--- src/hw/rtl/u8tsc_pkg.sv ---
package u8tsc_pkg;

	// Verdict codes, in order of test priority after the empty check
	typedef enum logic [2:0] {
		ST_TRUSTED      = 3'd0,
		ST_NO_TEXT      = 3'd1,
		ST_REPLACEMENTS = 3'd2,
		ST_CONTROL      = 3'd3,
		ST_COUNT        = 3'd4
	} status_t;

	localparam int S_TDATA_W = 48;
	localparam int M_TDATA_W = 56;

	// Result tdata layout, low bit first
	localparam int M_ACCEPT_BIT   = 0;
	localparam int M_STATUS_LSB   = 1;
	localparam int M_STATUS_W     = 3;
	localparam int M_CHAR_LSB     = 4;
	localparam int M_REPL_LSB     = 20;
	localparam int M_CTRL_LSB     = 36;
	localparam int M_COUNT_W      = 16;
	localparam int M_PAD_LSB      = 52;

endpackage

--- src/hw/rtl/utf8_text_sanity_checker_top.sv ---
// Channel  Fields, low bit first                                     Transfer
// s_axis   tdata: data_byte[7:0] box_width_q4[25:8]                   tvalid & tready
//          box_height_q4[43:26] zero[47:44]; tuser: carries_byte;
//          tlast: last
// m_axis   tdata: accept[0] status[3:1] char_count[19:4]               tvalid & tready
//          replacement_count[35:20] control_count[51:36] zero[55:52]
//
// One byte per cycle while s_axis_tready is high. The last byte of a string
// passes through the input register, decode and count update, verdict and
// output register before its result appears on m_axis.
// arst_n clears the counters, the held byte count and all valid flags.
// A waiting result holds only the stages behind it; bytes keep flowing until
// a third tlast item reaches the decode stage while both later stages are full.
module utf8_text_sanity_checker_top
	import u8tsc_pkg::*;
#(
	parameter int COUNT_WIDTH = 16
) (
	input  logic                 clk,
	input  logic                 arst_n,
	input  logic                 s_axis_tvalid,
	output logic                 s_axis_tready,
	input  logic [S_TDATA_W-1:0] s_axis_tdata,  // data_byte, box_width_q4, box_height_q4
	input  logic                 s_axis_tuser,  // carries_byte
	input  logic                 s_axis_tlast,
	output logic                 m_axis_tvalid,
	input  logic                 m_axis_tready,
	output logic [M_TDATA_W-1:0] m_axis_tdata   // accept, status, char, repl, ctrl counts
);

	localparam int CW  = COUNT_WIDTH;
	localparam int VW  = COUNT_WIDTH + 10;
	localparam int CPW = 21;

	localparam logic [CPW-1:0] CP_REPLACEMENT = 21'h00FFFD;
	localparam logic [CPW-1:0] CP_SPACE       = 21'h000020;
	localparam logic [CPW-1:0] CP_TAB         = 21'h000009;
	localparam logic [CPW-1:0] CP_LF          = 21'h00000A;
	localparam logic [CPW-1:0] CP_CR          = 21'h00000D;

	function automatic logic [2:0] lead_len(input logic [7:0] c);
		logic [2:0] len;
		if (!c[7]) begin
			len = 3'd1;
		end else if (c[7:5] == 3'b110) begin
			len = 3'd2;
		end else if (c[7:4] == 4'b1110) begin
			len = 3'd3;
		end else if (c[7:3] == 5'b11110) begin
			len = 3'd4;
		end else begin
			len = 3'd1;
		end
		return len;
	endfunction

	// Lone byte: ASCII passes, anything else decodes as zero
	function automatic logic [CPW-1:0] single_cp(input logic [7:0] c);
		return c[7] ? '0 : {13'd0, c};
	endfunction

	function automatic logic is_ctrl(input logic [CPW-1:0] cp);
		return (cp < CP_SPACE) && (cp != CP_TAB) && (cp != CP_LF) && (cp != CP_CR);
	endfunction

	function automatic logic [CW-1:0] sat_add(input logic [CW-1:0] v, input logic [2:0] d);
		logic [CW:0] sum;
		sum = {1'b0, v} + (CW+1)'(d);
		return sum[CW] ? '1 : sum[CW-1:0];
	endfunction

	// Input register
	logic        valid_s1;
	logic [7:0]  byte_s1;
	logic        carries_s1;
	logic        last_s1;
	logic [17:0] width_s1;
	logic [17:0] height_s1;

	// Decoder state
	logic [7:0]    held_q [3];
	logic [1:0]    held_cnt_q;
	logic [CW-1:0] point_cnt_q;
	logic [CW-1:0] fffd_cnt_q;
	logic [CW-1:0] ctrl_cnt_q;

	// Verdict stage
	logic          valid_s2;
	logic [CW-1:0] point_s2;
	logic [CW-1:0] fffd_s2;
	logic [CW-1:0] ctrl_s2;
	logic [17:0]   width_s2;
	logic [17:0]   height_s2;

	// Output register
	logic                 out_valid_q;
	logic                 accept_q;
	status_t              status_q;
	logic [M_COUNT_W-1:0] char_q;
	logic [M_COUNT_W-1:0] repl_q;
	logic [M_COUNT_W-1:0] ctrl_q;

	logic out_free, s2_free, s1_go;

	assign out_free      = !out_valid_q || m_axis_tready;
	assign s2_free       = !valid_s2 || out_free;
	assign s1_go         = valid_s1 && (!last_s1 || s2_free);
	assign s_axis_tready = !valid_s1 || s1_go;

	always_ff @(posedge clk or negedge arst_n) begin
		if (!arst_n) begin
			valid_s1 <= 1'b0;
		end else if (s_axis_tready) begin
			valid_s1 <= s_axis_tvalid;
		end
	end

	always_ff @(posedge clk) begin
		if (s_axis_tvalid && s_axis_tready) begin
			byte_s1    <= s_axis_tdata[7:0];
			width_s1   <= s_axis_tdata[25:8];
			height_s1  <= s_axis_tdata[43:26];
			carries_s1 <= s_axis_tuser;
			last_s1    <= s_axis_tlast;
		end
	end

	// Byte intake, then the tail flush on the last byte
	logic [7:0]     held_n [3];
	logic [1:0]     held_cnt_n;
	logic [2:0]     need;
	logic           tally_vld [4];
	logic [CPW-1:0] tally_cp  [4];
	logic           h1_pair;
	logic [2:0]     point_inc, fffd_inc, ctrl_inc;

	always_comb begin
		held_n     = held_q;
		held_cnt_n = held_cnt_q;
		need       = lead_len(held_q[0]);
		tally_vld[0] = 1'b0;
		tally_cp[0]  = '0;
		if (carries_s1) begin
			if (held_cnt_q == 2'd0) begin
				if (lead_len(byte_s1) == 3'd1) begin
					tally_vld[0] = 1'b1;
					tally_cp[0]  = single_cp(byte_s1);
				end else begin
					held_n[0]  = byte_s1;
					held_cnt_n = 2'd1;
				end
			end else if ({1'b0, held_cnt_q} + 3'd1 >= need) begin
				tally_vld[0] = 1'b1;
				held_cnt_n   = 2'd0;
				case (need)
					3'd2: tally_cp[0] = {10'd0, held_q[0][4:0], byte_s1[5:0]};
					3'd3: tally_cp[0] = {5'd0, held_q[0][3:0], held_q[1][5:0], byte_s1[5:0]};
					default: tally_cp[0] = {held_q[0][2:0], held_q[1][5:0], held_q[2][5:0],
						byte_s1[5:0]};
				endcase
			end else begin
				held_n[held_cnt_q] = byte_s1;
				held_cnt_n         = held_cnt_q + 2'd1;
			end
		end

		// The first held byte is an unfinished lead and always decodes as zero;
		// only a two-byte lead in the middle slot can still complete.
		h1_pair      = (held_cnt_n == 2'd3) && (held_n[1][7:5] == 3'b110);
		tally_vld[1] = last_s1 && (held_cnt_n != 2'd0);
		tally_cp[1]  = '0;
		tally_vld[2] = last_s1 && held_cnt_n[1];
		tally_cp[2]  = h1_pair ? {10'd0, held_n[1][4:0], held_n[2][5:0]}
			: single_cp(held_n[1]);
		tally_vld[3] = last_s1 && (held_cnt_n == 2'd3) && !h1_pair;
		tally_cp[3]  = single_cp(held_n[2]);

		point_inc = '0;
		fffd_inc  = '0;
		ctrl_inc  = '0;
		for (int i = 0; i < 4; i++) begin
			point_inc = point_inc + 3'(tally_vld[i]);
			fffd_inc  = fffd_inc + 3'(tally_vld[i] && (tally_cp[i] == CP_REPLACEMENT));
			ctrl_inc  = ctrl_inc + 3'(tally_vld[i] && is_ctrl(tally_cp[i]));
		end
	end

	logic [CW-1:0] point_nx, fffd_nx, ctrl_nx;

	assign point_nx = sat_add(point_cnt_q, point_inc);
	assign fffd_nx  = sat_add(fffd_cnt_q, fffd_inc);
	assign ctrl_nx  = sat_add(ctrl_cnt_q, ctrl_inc);

	always_ff @(posedge clk or negedge arst_n) begin
		if (!arst_n) begin
			held_cnt_q  <= '0;
			point_cnt_q <= '0;
			fffd_cnt_q  <= '0;
			ctrl_cnt_q  <= '0;
		end else if (s1_go) begin
			if (last_s1) begin
				held_cnt_q  <= '0;
				point_cnt_q <= '0;
				fffd_cnt_q  <= '0;
				ctrl_cnt_q  <= '0;
			end else begin
				held_cnt_q  <= held_cnt_n;
				point_cnt_q <= point_nx;
				fffd_cnt_q  <= fffd_nx;
				ctrl_cnt_q  <= ctrl_nx;
			end
		end
	end

	always_ff @(posedge clk) begin
		if (s1_go) begin
			held_q <= held_n;
		end
	end

	always_ff @(posedge clk or negedge arst_n) begin
		if (!arst_n) begin
			valid_s2 <= 1'b0;
		end else if (s2_free) begin
			valid_s2 <= s1_go && last_s1;
		end
	end

	always_ff @(posedge clk) begin
		if (s2_free && s1_go && last_s1) begin
			point_s2  <= point_nx;
			fffd_s2   <= fffd_nx;
			ctrl_s2   <= ctrl_nx;
			width_s2  <= width_s1;
			height_s2 <= height_s1;
		end
	end

	// Verdict: constant multiples built from shifts
	logic [VW-1:0] n_w, f20, c10, n960, n16, w_w;
	status_t       status_nx;

	always_comb begin
		n_w  = VW'(point_s2);
		f20  = (VW'(fffd_s2) << 4) + (VW'(fffd_s2) << 2);
		c10  = (VW'(ctrl_s2) << 3) + (VW'(ctrl_s2) << 1);
		n960 = (n_w << 10) - (n_w << 6);
		n16  = n_w << 4;
		w_w  = VW'(width_s2);
		if (point_s2 == '0) begin
			status_nx = ST_NO_TEXT;
		end else if (f20 > n_w) begin
			status_nx = ST_REPLACEMENTS;
		end else if (c10 > n_w) begin
			status_nx = ST_CONTROL;
		end else if ((width_s2 != '0) && (height_s2 != '0) && ((n960 < w_w) || (n16 > w_w)))
			begin
			status_nx = ST_COUNT;
		end else begin
			status_nx = ST_TRUSTED;
		end
	end

	always_ff @(posedge clk or negedge arst_n) begin
		if (!arst_n) begin
			out_valid_q <= 1'b0;
		end else if (out_free) begin
			out_valid_q <= valid_s2;
		end
	end

	always_ff @(posedge clk) begin
		if (out_free && valid_s2) begin
			accept_q <= (status_nx == ST_TRUSTED);
			status_q <= status_nx;
			char_q   <= M_COUNT_W'(point_s2);
			repl_q   <= M_COUNT_W'(fffd_s2);
			ctrl_q   <= M_COUNT_W'(ctrl_s2);
		end
	end

	assign m_axis_tvalid = out_valid_q;
	assign m_axis_tdata  = {(M_TDATA_W-M_PAD_LSB)'(0), ctrl_q, repl_q, char_q, status_q, accept_q};

endmodule

--- config.mk ---
export PLATFORM = sky130hd
export DESIGN_NAME = utf8_text_sanity_checker_top
export DESIGN_NICKNAME = d
export VERILOG_FILES = /design/src/hw/rtl/u8tsc_pkg.sv /design/src/hw/rtl/utf8_text_sanity_checker_top.sv
export SDC_FILE = /design/constraint.sdc
export NUM_CORES = 1
export LEC_CHECK = 0
export ABC_AREA = 1
export BUFFER_PORTS_ARGS = -buffer_cell sky130_fd_sc_hd__buf_2
export CAP_MARGIN = 25
export CORE_ASPECT_RATIO = 0.6
export CORE_MARGIN = 2
export CORE_UTILIZATION = 55
export CTS_CLUSTER_DIAMETER = 30
export DETAILED_ROUTE_END_ITERATION = 8
export GPL_TIMING_DRIVEN = 1
export PLACE_DENSITY_LB_ADDON = 0.2
export SKIP_LAST_GASP = 1
export SYNTH_ARGS = -nofsm -noshare
export SYNTH_HDL_FRONTEND = slang
export SYNTH_SLANG_ARGS = --single-unit
--- constraint.sdc ---
create_clock -name clk -period 5.2 [get_ports clk]
set_clock_uncertainty 0.1 [all_clocks]
set_input_delay 0.26 -clock clk [delete_from_list [all_inputs] [get_ports clk]]
set_output_delay 0.26 -clock clk [all_outputs]
set_load 0.1 [all_outputs]
==> results.toml, run 1 <==
[worst_setup_path]
path_class = "flip-flop to flip-flop"
cp-end-kind = "flip-flop"
slowest_stage = "fa_1"
cp_max_fo = 4
cp_data_required_time_ns = 5.39
cpPeakStageDelay_ns = 0.49
path_common_cell = "nand2_2"
worstPathArrival_ns = 5.14
start_kind = "flip-flop"

[floorplanning]
ios = 112
rows = 46
dieArea_um2 = 28400
coreArea_um2 = 26500
fp.dieH_um = 131
start_util = 0.561
die_w_um = 216

[finish]
layout_commonest_cell = "nand2_1"
final_area_um2 = 17900
drive_gt1_frac = 0.153
diodes = 0
fin_nets = 1974
final_cell_mix = "354 x nand2_1, 239 x inv_1, 206 x edfxtp_1"
syn_to_final_growth_pct = 20.7

[detailed_routing]
post-route-drc-count = 0
finalWirelength_mm = 37.8
via_per_inst = 5.44
drt-initial-drc-count = 1286
drtAntennaViolNets = 0
vias = 11900
wl_per_cell_um = 17.2
dr.pass1.iters = 6

[clock_network]
htree_levels = 2
clockRootBuffer = "clkbuf_16"
cts_buffer_depth = 3
cts_tree = "built"
clk_pin_slew_ns = 0.06
cts_made_buffers = 38
clock_latency_ns = 0.53
clkSinkCount = 259

[yosys]
yosys.area_share.xor_xnor = 0.0354
synth_area_um2 = 14900
synth_flop_cell = "edfxtp_1"
synth_top_family_by_area = "simple AND/OR/NAND/NOR gates"
yosys.area_share.adder = 0.101
synthMuxAreaShare = 0
yosys.area.top_type = "edfxtp_1"
synth_compound_area_frac = 0.0790
synth_top_area_frac = 0.416
synthCells = 1597
avgSynthCellArea_um2 = 9.30
synthSimpleGateAreaFrac = 0.207
synth_edf_count = 206
ys_warn_count = 0
synth_cell_types = 60
async_flop_share = 0.205
yosys-top-cells-area = "edfxtp_1 42%, nand2_1 9.1%, ha_1 9.0%"
ys_ff_latch = 259
ys_seq_area_frac = 0.506

[timing]
maxSlewHeadroom = 0.356
worst_slew_pin_slew_ns = 0.957
post-route-period-util = 0.953
setup_viol = 0
setup_ws_ns = 0.246
rsz0062_at_grt = "yes"
hold_violations = 0
hold_slack_ns = 0.318
fmax_mhz = 202
finalMaxSlewViolations = 0
period_minus_slack_ns = 4.95

[placed_design]
place_ws_ns = -0.0727
portBuffers = 103
gp_congestion = 0.970
placed_area_um2 = 15900
dpl.hpwl_mm = 27.6

[worst_hold_path]
worstHoldPathType = "input port to asynchronous set/reset pin"

[global_route]
antenna_found_initial = 0
grt_max_degree = 54
grt_pass1_wl_mm = 59.9
gr-total-overflow = 0
grt_use_total = 0.268
grt_pass1_vias = 11200

[power]
p_leak_uw = 0.00835
ir_drop_mv = 0.272
pwr_density_cell_nw_per_um2 = 353

[run]
max_cap_violations = 0

[outcome]
status = "complete, no violations"
timing repair:
item,CTS,global route
cloned,0,1
pin swaps,0,12
hold endpoints to repair,102,0
setup buffers,2,6
endpoints found under the setup margin,19,63
resized for setup,1,28
hold buffers,49,0
cell type report:
type	instances	area (um2)
well taps	360	450
multi-input cells	1069	6430
clock inverters	23	310
fillers	2063	8550
flip-flops and latches	259	7510
repair buffers	181	1250
clock buffers	47	1000
inverters	256	967
worst max-delay path, delay by kind of cell (launching register included):
family | cells | cell delay, ns
and+or+nand+nor | 19 | 1.85
adders and majority gates | 4 | 1.53
buffers and inverters | 7 | 0.64
DFF | 1 | 0.37
AOI/OAI and AO/OA | 2 | 0.13
xor gates and xnor gates | 1 | 0.13
worst paths after layout:
| kind | from | end | slack, ns | cells past startpoint |
|---|---|---|---|---|
| worst max-delay path | held_q[23] | ctrl_s2[14] | 0.25 | 33 |
| worst min-delay path | arst_n | ctrl_cnt_q[15] | 0.32 | 3 |
| worst max register to register | held_q[23] | ctrl_s2[14] | 0.25 | 33 |
| worst min register to register | height_s1[12] | height_s2[12] | 0.32 | 0 |
| max in group asynchronous | arst_n | point_cnt_q[13] | 4.17 | 3 |
| min in group clk | height_s1[12] | height_s2[12] | 0.32 | 0 |
synth_stat cells, types with 9 or more instances:
cell type / number
a21oi_1: 74
dfrtp_1: 53
edfxtp_1: 206
ha_1: 107
inv_1: 243
inv_2: 10
nand2_1: 362
nand3_1: 77
nand4_1: 25
nor2_1: 141
nor3_1: 17
nor4_1: 17
o21ai_0: 46
o21ai_1: 10
o22ai_1: 26
xnor2_1: 9
xor2_1: 51
metrics by stage:
| step | cells | setup TNS (ns) | utilization | power, uW |
|---|---|---|---|---|
| detailed placement | 2067 | -0.412 | 0.602 | 3640 |
| floorplan | 1600 | 0 | - | 3330 |
| CTS | 2188 | 0 | 0.671 | 6330 |
| global route | 2195 | -0.128 | 0.677 | 6580 |
| global placement | 2066 | 0 | 0.601 | 3600 |
| finish | 2195 | 0 | 0.677 | 6320 |
flip-flops by register name, indices dropped and copies added (netlist names), 18 cells and up:
signal and flops:
height_s1 18, height_s2 18, held_q 24, width_s1 18, width_s2 18
cell families after synthesis:
group	count (synthesis)
buf+inv	273
xor+xnor	60
fa+ha+maj	115
flops	259
simple gates	688
other cells	1
compound gates	201
where the power goes:
group          leakage, uW  internal, uW  switching [uW]
Sequential         0.00270          2390            94.5
Clock             0.000635          1690             946
Combinational      0.00501           360             843
metal layers:
metal / vias up / global-route usage / wire [um]
li1: 5807 / - / -
met1: 5556 / 0.430 / 18400
met2: 519 / 0.366 / 15000
met3: 59 / 0.0565 / 3750
met4: 0 / 0.0654 / 680
met5: - / 0 / 0
(Power assumes the default switching activity.)
==> run 2: changes to the inputs <==
- CORE_ASPECT_RATIO: 0.6 -> unset
==> results.toml, run 2 (same netlist as run 1, synthesis figures left out) <==
[worst_setup_path]
start_kind = "flip-flop"
cp-end-kind = "flip-flop"
path_class = "flip-flop to flip-flop"
path_buf_inv = 6
cp_max_fo = 10
cp_data_required_time_ns = 5.40
slowest_stage = "fa_1"
path_common_cell = "inv_2"
r2r_setup_slack_ns = 0.24
worstPathArrival_ns = 5.15
path_delay_family = "adder cells"
cpPeakStageDelay_ns = 0.52

[clock_network]
clk_pin_slew_ns = 0.05
cts_made_buffers = 49
cts_buffer_depth = 3
cts_tree = "built"
clkSinkCount = 259
clock_latency_ns = 0.54
clockRootBuffer = "clkbuf_16"
htree_levels = 2

[global_route]
gr-total-overflow = 0
grt_max_degree = 67
grt_pass1_wl_mm = 55.2
antenna_found_initial = 0
grt_use_total = 0.242
grt_pass1_vias = 11600

[placed_design]
gp_congestion = 0.943
placed_area_um2 = 15900
portBuffers = 103
place_ws_ns = 0.0173
dpl.hpwl_mm = 23.8
post-place-cells = 2045

[finish]
diodes = 0
fin_cells = 2202
drive_gt1_frac = 0.166
n_fill_cell = 2067
final_area_um2 = 18400
fin_nets = 1990
top_register = "held_q"
syn_to_final_growth_pct = 23.6
final_cell_mix = "358 x nand2_1, 236 x inv_1, 206 x edfxtp_1"
layout_commonest_cell = "nand2_1"
largest_reg_flops = 24

[detailed_routing]
vias = 11800
dr.pass1.iters = 5
drtAntennaViolNets = 0
via_per_inst = 5.35
finalWirelength_mm = 33.9
wl_per_cell_um = 15.4
drt-initial-drc-count = 868
post-route-drc-count = 0

[run]
max_cap_violations = 0

[floorplanning]
ios = 112
die_w_um = 168
rows = 60
start_util = 0.556
coreArea_um2 = 26700
dieArea_um2 = 28300
fp.dieH_um = 168

[power]
ir_drop_mv = 0.425
p_total_uw = 6900
pwr_density_cell_nw_per_um2 = 376
p_leak_uw = 0.00860

[timing]
setup_viol = 0
hold_violations = 0
fmax_mhz = 202
finalMaxSlewViolations = 0
setup_ws_ns = 0.244
period_minus_slack_ns = 4.96
worst_slew_pin_slew_ns = 0.932
maxSlewHeadroom = 0.377
post-route-period-util = 0.953
final.setup.tns_ns = 0

[worst_hold_path]
worstHoldPathType = "input port to asynchronous set/reset pin"

[outcome]
status = "complete, no violations"
==> run 2: final timing paths <==
path / depth (start not counted) / from / end
max: 26 / held_cnt_q[1] / ctrl_s2[14]
min: 3 / arst_n / fffd_cnt_q[9]
max reg2reg: 26 / held_cnt_q[1] / ctrl_s2[14]
min reg2reg: 0 / width_s1[5] / width_s2[5]
max in group asynchronous: 3 / arst_n / held_cnt_q[0]
min in group clk: 0 / width_s1[5] / width_s2[5]
==> run 2: layout make-up <==
cell class                 instances  area [um2]  area share
clock buffer                      59        1290      0.0705
clock inverter                    32         440      0.0240
inverter                         256         970      0.0528
multi-input combinational       1068        6440       0.351
sequential                       259        7510       0.409
tap                              341         427      0.0232
timing repair buffer             187        1280      0.0695
==> run 2: metal layers <==
layer | wire length, um | part of all wire | global-route usage | up-vias
li1 | - | - | - | 5842
met1 | 14500 | 0.43 | 0.310 | 5463
met2 | 16500 | 0.49 | 0.422 | 395
met3 | 1990 | 0.059 | 0.0383 | 79
met4 | 969 | 0.029 | 0.0806 | 0
met5 | 0 | 0 | 0 | -
==> run 2: worst min-delay path: stages <==
cell,delay (ns)
dlygate4sd3_1,0.53
buf_2,0.10
buf_4,0.56
==> run 2: report_power, final <==
part           internal [uW]  switching (uW)  total, uW  leakage [uW]
registers               2390            82.6       2480       0.00270
clock network           2200            1070       3270      0.000842
logic                    354             802       1160       0.00505
==> run 2: metrics by stage <==
stage | hold slack [ns] | util
after detailed placement | 0.305 | 0.594
after global routing | 0.311 | 0.687
after global placement | 0.301 | 0.594
after CTS | 0.310 | 0.677
after floorplan | -0.136 | -
final | 0.311 | 0.687
==> run 2: repair_timing <==
action                                 4_1_cts  5_1_grt
endpoints found under the hold margin      102        0
hold buffers                                49        0
resized for setup                            0       40
setup buffers                                0       19
setup endpoints to repair                    0       52
